--- config.mk ---
export PLATFORM = sky130hd
export DESIGN_NAME = dhlt_cordic_cell
export DESIGN_NICKNAME = d
export VERILOG_FILES = /design/src/rtl/dhlt_pkg.sv /design/src/rtl/dhlt_cordic_cell.sv
export SDC_FILE = /design/constraint.sdc
export NUM_CORES = 1
export LEC_CHECK = 0
export ABC_AREA = 1
export BUFFER_PORTS_ARGS = -buffer_cell sky130_fd_sc_hd__buf_2
export CAP_MARGIN = 20
export CORE_ASPECT_RATIO = 1.1
export CORE_MARGIN = 5
export CORE_UTILIZATION = 40
export DETAILED_ROUTE_END_ITERATION = 10
export GPL_TIMING_DRIVEN = 0
export HOLD_SLACK_MARGIN = 0.02
export SLEW_MARGIN = 30
export SYNTH_ARGS = -nofsm -noshare
export SYNTH_HDL_FRONTEND = slang
export SYNTH_SLANG_ARGS = --single-unit
--- constraint.sdc ---
create_clock -name clk -period 29.4 [get_ports clk]
set_input_delay 4.41 -clock clk [delete_from_list [all_inputs] [get_ports clk]]
set_output_delay 4.41 -clock clk [all_outputs]
set_load 0.1 [all_outputs]
--- src/rtl/dhlt_pkg.sv ---
// dhlt_pkg: widths, fixed-point constants and shared types of the link transform
// the cordic arctangent table is built here at elaboration; no dependencies
`timescale 1ns / 1ps

package dhlt_pkg;

	localparam int TRIG_FRAC_BITS = 14;
	localparam int N_STEPS        = TRIG_FRAC_BITS + 2;
	localparam int SH_W           = $clog2(N_STEPS);
	localparam int XY_W           = TRIG_FRAC_BITS + 3;
	localparam int TR_W           = TRIG_FRAC_BITS + 2;
	localparam int Z_W            = 36;
	localparam int ANG_W          = 17;
	localparam int REM_W          = 14;
	localparam int Q14_W          = 16;
	localparam int FX_W           = 32;

	localparam longint DEG_RATIO  = 64'd7690109350;
	localparam longint GAIN_Q32   = 64'd2608131496;
	localparam longint X_START    =
		(GAIN_Q32 + (longint'(1) << (31 - TRIG_FRAC_BITS))) >> (32 - TRIG_FRAC_BITS);

	typedef enum logic [1:0] {
		QUAD_0,
		QUAD_90,
		QUAD_180,
		QUAD_270
	} quad_t;

	typedef struct packed {
		logic signed [XY_W-1:0] x;
		logic signed [XY_W-1:0] y;
		logic signed [Z_W-1:0]  z;
	} rot_t;

	typedef struct packed {
		quad_t                  q_th;
		quad_t                  q_al;
		logic                   ex_th;
		logic                   ex_al;
		logic signed [FX_W-1:0] r;
		logic signed [FX_W-1:0] d;
	} side_t;

	function automatic longint udiv_const(longint n, int dv);
		longint q;
		longint rem;
		q   = 0;
		rem = 0;
		for (int b = 63; b >= 0; b--) begin
			rem = (rem << 1) | ((n >> b) & longint'(1));
			if (rem >= longint'(dv)) begin
				rem = rem - longint'(dv);
				q   = q | (longint'(1) << b);
			end
		end
		return q;
	endfunction

	function automatic longint atan_step(int i);
		longint scaled;
		longint sum;
		longint term;
		int     k;
		scaled = DEG_RATIO << 24;
		sum    = 0;
		if (i == 0) begin
			return longint'(45) << 27;
		end
		for (k = 1; k * i < 64; k += 2) begin
			term = udiv_const(scaled >> (k * i), k);
			if (((k - 1) / 2) % 2 == 1) begin
				sum = sum - term;
			end else begin
				sum = sum + term;
			end
		end
		return sum >>> 24;
	endfunction

endpackage

--- src/rtl/dhlt_cordic_cell.sv ---
// dhlt_cordic_cell: one cordic micro-rotation for both angles, with its own word slot
// depends on dhlt_pkg; shift and arctangent come in as tied constants
`timescale 1ns / 1ps

module dhlt_cordic_cell (
	input  logic                            clk,
	input  logic                            arst_n,
	input  logic [dhlt_pkg::SH_W-1:0]       shamt,
	input  logic signed [dhlt_pkg::Z_W-1:0] atan,
	input  logic                            up_valid,
	output logic                            up_stall,
	input  dhlt_pkg::rot_t                  up_th,
	input  dhlt_pkg::rot_t                  up_al,
	input  dhlt_pkg::side_t                 up_side,
	output logic                            dn_valid,
	input  logic                            dn_stall,
	output dhlt_pkg::rot_t                  dn_th,
	output dhlt_pkg::rot_t                  dn_al,
	output dhlt_pkg::side_t                 dn_side
);
	import dhlt_pkg::*;

	function automatic rot_t rotate(rot_t v, logic [SH_W-1:0] sh, logic signed [Z_W-1:0] at);
		logic signed [XY_W-1:0] dx;
		logic signed [XY_W-1:0] dy;
		rot_t o;
		dx = v.y >>> sh;
		dy = v.x >>> sh;
		if (v.z >= 0) begin
			o.x = v.x - dx;
			o.y = v.y + dy;
			o.z = v.z - at;
		end else begin
			o.x = v.x + dx;
			o.y = v.y - dy;
			o.z = v.z + at;
		end
		return o;
	endfunction

	logic  valid_q;
	rot_t  th_q;
	rot_t  al_q;
	side_t side_q;

	assign up_stall = valid_q && dn_stall;

	always_ff @(posedge clk or negedge arst_n) begin
		if (!arst_n) begin
			valid_q <= 1'b0;
		end else if (!up_stall) begin
			valid_q <= up_valid;
		end
	end

	always_ff @(posedge clk) begin
		if (!up_stall && up_valid) begin
			th_q   <= rotate(up_th, shamt, atan);
			al_q   <= rotate(up_al, shamt, atan);
			side_q <= up_side;
		end
	end

	assign dn_valid = valid_q;
	assign dn_th    = th_q;
	assign dn_al    = al_q;
	assign dn_side  = side_q;

endmodule

==> results.ini <==
[power_and_ir_drop]
cellPowerDensity_mw_per_mm2 = 61.1
pwr-share-seq = 0.275
p_int_uw = 751
combinationalPowerShare = 0.492
p_clk_frac = 0.232
switching_power_uw = 702
p_leak_uw = 0.0115
peakVddDrop_mv = 0.0457
switching_share = 0.483

[cts]
clk_path_buf_depth = 3
cts_buffers = 26
clock_latency_ns = 0.58
cts-root-buf = clkbuf_16
cts_hold_buf = 0
htreeDepth = 1
clock-sinks = 211
post_cts_resized = 0
tritoncts = built
clk_pin_slew_worst_paths_ns = 0.06
post-cts-setup-buffer-count = 0

[routing]
ant_nets = 0
drt-initial-drc-count = 1731
wl_per_cell_um = 21.5
drt-pass1-iter-count = 7
via_per_inst = 5.44
via_count = 21000
drc = 0
routed_wl_um = 82900

[worst_setup_path]
cp_data_required_time_ns = 24.99
cp_top_family = buffers and inverters
max_stage_delay_ns = 0.45
worstPathMaxFanout = 2
critPathKind = input pin to output port
crit_slowest_cell = buf_2
path_cells = buf_2, nand2_1, inv_1, buf_2
r2r_cells = 8
end_kind = output port
cp_common_cell = buf_2
worstPathArrival_ns = 5.11
crit_cells = 4
startpoint_type = input pin
path_buf_inv = 3

[yosys]
synth_edf_count = 210
syn_inst = 2676
ys_warn_count = 0
avgSynthCellArea_um2 = 7.27
ys_seq_area_frac = 0.325
synthesis.area_mm2 = 0.0195
yosysUniqueCellTypes = 47
ys_ff_latch = 211
synth_ff_type = edfxtp_1
syn-num-nets = 3075
synthArstFlopShare = 0.00474

[sta]
hold_viol = 0
rsz0062_at_grt = no
finClkSkew_ns = 0.0190
worstMarginPinSlew_ns = 0.942
finalSetupTns_ns = 0
holdWs_ns = 0.505
period_needed_ns = 9.52
maxSlewHeadroom = 0.372
fin_crit_sh = 0.324
setup_slack_ns = 19.88
finalSetupViolCount = 0
fmax_ghz = 0.105
slew_violations = 0

[cells_and_area]
layout-drive-gt1-share = 0.191
syn2layout_area_growth_pct = 22.2
fin_area_mm2 = 0.0238
fin_cells = 3856
layout.nets = 3573

[floorplan]
die_x_um = 220
start_util = 0.405
pin_count = 466
dieArea_mm2 = 0.0532
row_count = 84
core_area_mm2 = 0.0480
die_y_um = 241

[place]
dpl.cell_count = 3791
place.gp.congestion = 1.04
post-place-ws_ns = 19.89
port_buffers = 460
dp_hpwl_um = 69100
dpl-instance-area_mm2 = 0.0228

[job]
drv_cap = 0

[hold_path]
holdPathStages = 2
min_path_type = flop to flop

[global_routing]
grt_max_degree = 24
grtUsageTotal = 0.294
grt_pass1_wl_um = 119000
grt_pass1_vias = 20300
overflow = 0
grt_antenna_before_repair = 21

[status]
status = finished, final reports clean

path summary, 6_finish.rpt:
check / to / slack, ns / from
min: dn_valid / 0.51 / dn_valid
max in group asynchronous: dn_valid / 25.71 / arst_n
min in group asynchronous: dn_valid / 3.61 / arst_n
max: up_stall / 19.88 / dn_stall
max reg2reg: dn_th[58] / 27.05 / dn_valid
min reg2reg: dn_valid / 0.51 / dn_valid
cell type report:
cell class / count / area, um2
plain buffers: 76 / 394
fillers: 5015 / 24300
inverters: 236 / 893
clock buffers: 30 / 666
flip-flops and latches: 211 / 6330
repair buffers: 470 / 2560
well taps: 645 / 807
clock inverters: 18 / 225
multi-input cells: 2153 / 11900
diodes: 17 / 42.5
cell families after synthesis:
kind of cell,synth area share
AOI/OAI and AO/OA,0.118
xor gates and xnor gates,0.0823
adders and majority gates,0.0955
buffers and inverters,0.0661
DFF,0.325
and+or+nand+nor,0.313
worst min-delay path, delay by kind of cell, from the launching register on:
| family | cells | cell delay [ns] |
|---|---|---|
| and+or+nand+nor | 2 | 0.12 |
| DFF | 1 | 0.35 |
synthesized netlist by cell type, types with 13 or more instances:
library cell | count | share of area
nand2_1 | 794 | 0.15
edfxtp_1 | 210 | 0.32
a21oi_1 | 114 | 0.029
inv_1 | 224 | 0.043
xor2_1 | 136 | 0.061
buf_2 | 27 | 0.0069
a21boi_0 | 18 | 0.0069
o21ai_0 | 140 | 0.036
clkbuf_1 | 25 | 0.0048
a21o_1 | 24 | 0.0093
ha_1 | 139 | 0.089
nor2_1 | 186 | 0.036
a31oi_1 | 31 | 0.010
nand3_1 | 350 | 0.090
nand2_2 | 13 | 0.0042
nor3_1 | 29 | 0.0075
nand4_1 | 19 | 0.0061
xnor2_1 | 47 | 0.021
o21bai_1 | 19 | 0.0073
per-layer routing:
metal,track usage,part of all wire
met5,0,0.00092
met4,0.117,0.041
met3,0.0625,0.093
met2,0.504,0.47
met1,0.362,0.39
cells in the final DEF, fill, tap and decap left out, types with 5 or more instances in the layout:
master	netlist	routed
buf_6	7	7
inv_1	224	224
nor3_1	29	29
nor4_1	7	7
diode_2	0	17
o211ai_1	5	5
o21bai_1	19	19
o221ai_1	10	10
nand3b_1	10	10
a21oi_1	114	114
a31oi_1	31	31
nor2_2	11	11
buf_2	27	487
edfxtp_1	210	210
a21o_1	24	24
fa_1	6	6
nand2_2	13	13
buf_4	6	6
buf_16	0	9
nand3_2	5	5
inv_2	8	8
clkbuf_16	0	26
xor2_1	136	136
nor2_1	186	185
o21ai_0	140	140
o21ai_2	6	6
xnor2_1	47	47
o21ai_1	11	11
a21boi_0	18	18
inv_6	1	5
buf_1	11	11
nand4_1	19	19
nand2_1	794	794
clkbuf_1	25	29
nand3_1	350	350
ha_1	139	139
per-stage QoR:
step                      power [uW]   util
after floorplan                  950      -
after global placement          1120  0.470
after detailed placement        1120  0.476
after CTS                       1460  0.494
after global routing            1530  0.495
final                           1450  0.495
sequential cells by signal, summed over array words and instances, names as in the netlist:
name      flops
dn_al        70
dn_side      70
dn_th        70
dn_valid      1
power groups by stage:
stage	combinational, uW	clock [uW]	sequential, uW
after global routing	765	358	403
after CTS	714	346	400
after detailed placement	712	0	406
after global placement	704	0	413
final	715	338	400
after floorplan	280	0	670
No activity file was read; power rests on OpenSTA's default activity.
