`config.mk`:
```
export PLATFORM = sky130hd
export DESIGN_NAME = dhlt_angle_reduce
export DESIGN_NICKNAME = d
export VERILOG_FILES = /design/src/rtl/dhlt_pkg.sv /design/src/rtl/dhlt_angle_reduce.sv
export SDC_FILE = /design/constraint.sdc
export NUM_CORES = 1
export LEC_CHECK = 0
export ABC_AREA = 1
export BUFFER_PORTS_ARGS = -buffer_cell sky130_fd_sc_hd__buf_2
export CAP_MARGIN = 10
export CORE_AREA = 2 2 201 104
export CTS_BUF_LIST = sky130_fd_sc_hd__clkbuf_2 sky130_fd_sc_hd__clkbuf_4 sky130_fd_sc_hd__clkbuf_8
export DETAILED_ROUTE_END_ITERATION = 10
export DIE_AREA = 0 0 203 106
export PLACE_DENSITY = 0.68
export SLEW_MARGIN = 20
export SYNTH_ARGS = -nofsm -noshare
export SYNTH_HDL_FRONTEND = slang
export SYNTH_SLANG_ARGS = --single-unit
export TNS_END_PERCENT = 50
```
`constraint.sdc`:
```
create_clock -name clk -period 12.3 [get_ports clk]
set_input_delay 1.23 -clock clk [delete_from_list [all_inputs] [get_ports clk]]
set_output_delay 1.23 -clock clk [all_outputs]
set_load 0.02 [all_outputs]
```
`src/rtl/dhlt_pkg.sv`:
```
// dhlt_pkg: widths, fixed-point constants and shared types of the link transform
// the cordic arctangent table is built here at elaboration; no dependencies
`timescale 1ns / 1ps

package dhlt_pkg;

	localparam int TRIG_FRAC_BITS = 14;
	localparam int N_STEPS        = TRIG_FRAC_BITS + 2;
	localparam int SH_W           = $clog2(N_STEPS);
	localparam int XY_W           = TRIG_FRAC_BITS + 3;
	localparam int TR_W           = TRIG_FRAC_BITS + 2;
	localparam int Z_W            = 36;
	localparam int ANG_W          = 17;
	localparam int REM_W          = 14;
	localparam int Q14_W          = 16;
	localparam int FX_W           = 32;

	localparam longint DEG_RATIO  = 64'd7690109350;
	localparam longint GAIN_Q32   = 64'd2608131496;
	localparam longint X_START    =
		(GAIN_Q32 + (longint'(1) << (31 - TRIG_FRAC_BITS))) >> (32 - TRIG_FRAC_BITS);

	typedef enum logic [1:0] {
		QUAD_0,
		QUAD_90,
		QUAD_180,
		QUAD_270
	} quad_t;

	typedef struct packed {
		logic signed [XY_W-1:0] x;
		logic signed [XY_W-1:0] y;
		logic signed [Z_W-1:0]  z;
	} rot_t;

	typedef struct packed {
		quad_t                  q_th;
		quad_t                  q_al;
		logic                   ex_th;
		logic                   ex_al;
		logic signed [FX_W-1:0] r;
		logic signed [FX_W-1:0] d;
	} side_t;

	function automatic longint udiv_const(longint n, int dv);
		longint q;
		longint rem;
		q   = 0;
		rem = 0;
		for (int b = 63; b >= 0; b--) begin
			rem = (rem << 1) | ((n >> b) & longint'(1));
			if (rem >= longint'(dv)) begin
				rem = rem - longint'(dv);
				q   = q | (longint'(1) << b);
			end
		end
		return q;
	endfunction

	function automatic longint atan_step(int i);
		longint scaled;
		longint sum;
		longint term;
		int     k;
		scaled = DEG_RATIO << 24;
		sum    = 0;
		if (i == 0) begin
			return longint'(45) << 27;
		end
		for (k = 1; k * i < 64; k += 2) begin
			term = udiv_const(scaled >> (k * i), k);
			if (((k - 1) / 2) % 2 == 1) begin
				sum = sum - term;
			end else begin
				sum = sum + term;
			end
		end
		return sum >>> 24;
	endfunction

endpackage

```
`src/rtl/dhlt_angle_reduce.sv`:
```
// dhlt_angle_reduce: wraps both angles, splits off the quadrant and seeds the cordic
// depends on dhlt_pkg
`timescale 1ns / 1ps

module dhlt_angle_reduce (
	input  logic                          clk,
	input  logic                          arst_n,
	input  logic                          up_valid,
	output logic                          up_stall,
	input  logic signed [dhlt_pkg::ANG_W-1:0] theta_angle,
	input  logic signed [dhlt_pkg::ANG_W-1:0] alpha_angle,
	input  logic signed [dhlt_pkg::FX_W-1:0]  link_offset,
	input  logic signed [dhlt_pkg::FX_W-1:0]  link_height,
	output logic                          dn_valid,
	input  logic                          dn_stall,
	output dhlt_pkg::rot_t                dn_th,
	output dhlt_pkg::rot_t                dn_al,
	output dhlt_pkg::side_t               dn_side
);
	import dhlt_pkg::*;

	typedef struct packed {
		quad_t                   q;
		logic                    ex;
		logic signed [REM_W-1:0] r;
	} red_t;

	localparam logic signed [17:0] FULL   = 18'sd46080;
	localparam logic signed [17:0] FULL2  = 18'sd92160;
	localparam logic signed [17:0] B0     = 18'sd5760;
	localparam logic signed [17:0] B1     = 18'sd17280;
	localparam logic signed [17:0] B2     = 18'sd28800;
	localparam logic signed [17:0] B3     = 18'sd40320;
	localparam logic signed [17:0] Q1     = 18'sd11520;
	localparam logic signed [17:0] Q2     = 18'sd23040;
	localparam logic signed [17:0] Q3     = 18'sd34560;

	function automatic red_t reduce(logic signed [ANG_W-1:0] ang);
		logic signed [17:0] a;
		logic signed [17:0] u;
		logic signed [17:0] rr;
		red_t o;
		a = 18'(ang);
		priority if (a >= FULL) begin
			u = a - FULL;
		end else if (a >= 18'sd0) begin
			u = a;
		end else if (a >= -FULL) begin
			u = a + FULL;
		end else begin
			u = a + FULL2;
		end
		priority if (u <= B0) begin
			o.q = QUAD_0;
			rr  = u;
		end else if (u <= B1) begin
			o.q = QUAD_90;
			rr  = u - Q1;
		end else if (u <= B2) begin
			o.q = QUAD_180;
			rr  = u - Q2;
		end else if (u <= B3) begin
			o.q = QUAD_270;
			rr  = u - Q3;
		end else begin
			o.q = QUAD_0;
			rr  = u - FULL;
		end
		o.r  = REM_W'(rr);
		o.ex = (rr == 18'sd0);
		return o;
	endfunction

	function automatic rot_t seed(red_t v);
		rot_t o;
		o.x = XY_W'(X_START);
		o.y = '0;
		o.z = Z_W'(v.r) <<< 20;
		return o;
	endfunction

	red_t  red_th;
	red_t  red_al;
	logic  valid_q;
	rot_t  th_q;
	rot_t  al_q;
	side_t side_q;

	always_comb begin
		red_th = reduce(theta_angle);
		red_al = reduce(alpha_angle);
	end

	assign up_stall = valid_q && dn_stall;

	always_ff @(posedge clk or negedge arst_n) begin
		if (!arst_n) begin
			valid_q <= 1'b0;
		end else if (!up_stall) begin
			valid_q <= up_valid;
		end
	end

	always_ff @(posedge clk) begin
		if (!up_stall && up_valid) begin
			th_q         <= seed(red_th);
			al_q         <= seed(red_al);
			side_q.q_th  <= red_th.q;
			side_q.q_al  <= red_al.q;
			side_q.ex_th <= red_th.ex;
			side_q.ex_al <= red_al.ex;
			side_q.r     <= link_offset;
			side_q.d     <= link_height;
		end
	end

	assign dn_valid = valid_q;
	assign dn_th    = th_q;
	assign dn_al    = al_q;
	assign dn_side  = side_q;

endmodule

```
==> results.md <==
- Clock Tree Buf Depth: 2
- Routed WL: roughly 22,000 µm
- Leakage: around 4.5 nW
- Mapped cell area: about 7800 µm²
- IO Port Bufs: between 200 and 250
- # H-tree levels: 3
- Setup CP Type: primary input to register
- Dpl hpwl: 18,400 µm
- Setup bufs post-CTS: 0
- Final Hold Viols: 0
- Reg-to-reg slack, setup: about 11,000 ps
- Worst path most repeated cell: nand2_1
- EDFF count, synth: 98
- Die X: between 200 and 250 µm
- Mapped Cells: 982
- HP Start: dn_valid
- YS warnings: 0
- CTS root buffer: clkbuf_8
- Critical path arrival: 4910 ps
- Congestion Overflow GR: 0
- Max Cap Viol: 0
- Pwr Density: 111 nW/µm²
- Seq/Total Area, Yosys: 0.379
- Top cell type by total area after synthesis: edfxtp_1
- # diodes: 0
- Clk_lat worst skew: ~360 ps
- Peak VDD IR: between 0.05 and 0.06 mV
- Cts hold-fix bufs: 0
- Row count: 37
- Routed Antenna Nets: 0
- Pin count of the biggest net entering global routing: around 50
- Actual slew at the worst max-slew pin: 670 ps
- Worst R2R Start: dn_valid
- Global placer's final weighted congestion: between 1 and 1.5
- First-pass GRT wire length: ~34,000 µm
- Worst R2R Path Depth: 4
- Yosys cell types: 37
- CTS Sinks: 99
- Total power: between 0.0009 and 0.001 W
- Total vias in the final route: between 6,000 and 7,000
- Setup crit end kind: register
- Tmin final: approximately 4800 ps
- Multi-input gate area: 3870 µm²
- Register area: between 2000 and 3000 µm²
- RR Endpoint: dn_al[27]
- Synth top area cells: edfxtp_1 38%, nand2_1 13%, buf_4 11%, ha_1 6.7%, nand3_1 6.1%
- Die H: approximately 110 µm
- FF+latch count, synth: approximately 100
- Die area: roughly 22,000 µm²
- Synth top area share: 0.376
- Initial antenna violation count: 0
- Total CTS buffers: 9
- Hold Crit Class: register to register
- Slowest stage delay, CP: 270 ps
- Vias in the first global route: around 6,000
- Fillcell total: about 2,000
- Worst Setup EP: dn_side[64]
- Critical path peak fanout: 11
- Final nets: approximately 1,300
- RSZ-0062 raised after global routing: false
- Drt wl/cell: 15.4 µm
- Syn-to-layout area delta: 13.1%
- Status: complete, no violations
- Worst path required time: between 10,000 and 15,000 ps
- Core area: between 15,000 and 20,000 µm²
- Startpoint types: primary input
- 1st-pass router iterations: 6
- Ratio of cells with drive above 1 in the final layout: 0.252
- Synth Flop Type: edfxtp_1
- Headroom to the max-slew limit: 0.553
- Final setup viols: 0
- Setup TNS after final layout: 0 ps
- Syn avg cell area: between 7 and 8 µm²
- CTS tree: yes
- Resize count post-CTS: 0
- Io pins: 314
- Total track usage: 0.203
- Final worst slack: about 7500 ps
- Fmax: 0.209 GHz
- Clk_skew: around 14 ps
- Worst-path clk slew: about 110 ps
- Crit path from: alpha_angle[8]
- DP Worst Slack: approximately 7300 ps
- # DRC: 0
- Slew Viols, Final: 0
- Tcrit/Tclk final: 0.389
- Max stage delay cell, worst path: nand2_1
- Initial drt markers: 873
- Asr flop ratio synth: 0.0101
- DR vias/cell: about 4.7
- Starting Density: 0.392
-- cells in the final DEF (no fill, tap or decap), types with 16 or more instances in the layout --
| cell type | instances |
|---|---|
| nand2_1 | 266 |
| buf_2 | 205 |
| conb_1 | 108 |
| inv_1 | 100 |
| edfxtp_1 | 98 |
| nand3_1 | 95 |
| nor2_1 | 63 |
| ha_1 | 42 |
| a21oi_1 | 38 |
| nand2_2 | 22 |
| xor2_1 | 17 |
| nand4_1 | 16 |
-- power by group --
part | switching, W | internal, W | total (W)
combinational | 0.000265 | 0.000100 | 0.000366
clock | 0.000131 | 0.0000807 | 0.000212
sequential | 0.00000585 | 0.000401 | 0.000407
total | 0.000402 | 0.000582 | 0.000984
-- cells in the mapped netlist (10+ instances only) --
library cell	instances
nand2_1	266
buf_4	116
inv_1	100
edfxtp_1	98
nand3_1	95
nor2_1	64
ha_1	42
a21oi_1	38
nand2_2	22
xor2_1	17
nand4_1	16
o21ai_0	14
nand3_2	10
nor2_2	10
-- cell families after synthesis --
logic type,after synthesis,share of synthesized area
simple gates,509,0.302
buf+inv,242,0.178
flops,99,0.379
compound gates,67,0.0495
fa+ha+maj,42,0.0671
xor+xnor,21,0.0235
other cells,2,0.000959
-- critical path: cells and delay by family --
family | cells | cell delay [ps]
compound gates | 1 | 180
fa+ha+maj | 2 | 440
buf+inv | 5 | 830
simple gates | 21 | 2220
-- area by class of cell --
type                    instances  share of cell area
clock buffers                   9              0.0140
flip-flops and latches         99               0.335
well taps                     273              0.0386
clock inverters                 7             0.00904
repair buffers                207               0.118
multi-input cells             747               0.437
inverters                     114              0.0483
-- sequential cells by signal, summed over array words and instances (netlist names) --
register  count
dn_th        14
dn_side      70
dn_valid      1
dn_al        14
-- layer usage --
metal  wire length (µm)  global-route usage  part of all wire
met1              10500               0.309              0.47
met2               8580               0.268              0.38
met3               3070              0.0760              0.14
met4                199              0.0360            0.0089
met5                  0                   0                 0
-- worst min-delay path by stage --
| stage | end | slack (ps) | depth (start not counted) |
|---|---|---|---|
| final | dn_valid | 530 | 2 |
| after global routing | dn_valid | 560 | 2 |
| after CTS | dn_valid | 520 | 2 |
| after detailed placement | dn_valid | 480 | 2 |
| after global placement | dn_valid | 480 | 2 |
| after floorplan | dn_valid | 600 | 2 |
-- through the flow --
step | cell area [µm²] | cells | hold slack, ps | util
6_report | 8850 | 1456 | 525 | 0.444
5_1_grt | 8850 | 1456 | 563 | 0.444
4_1_cts | 8850 | 1456 | 519 | 0.444
3_5_place_dp | 8650 | 1440 | 484 | 0.434
3_3_place_gp | 8650 | 1440 | 484 | 0.434
2_1_floorplan | 8230 | 1088 | 600 | -
(Power assumes the default switching activity.)
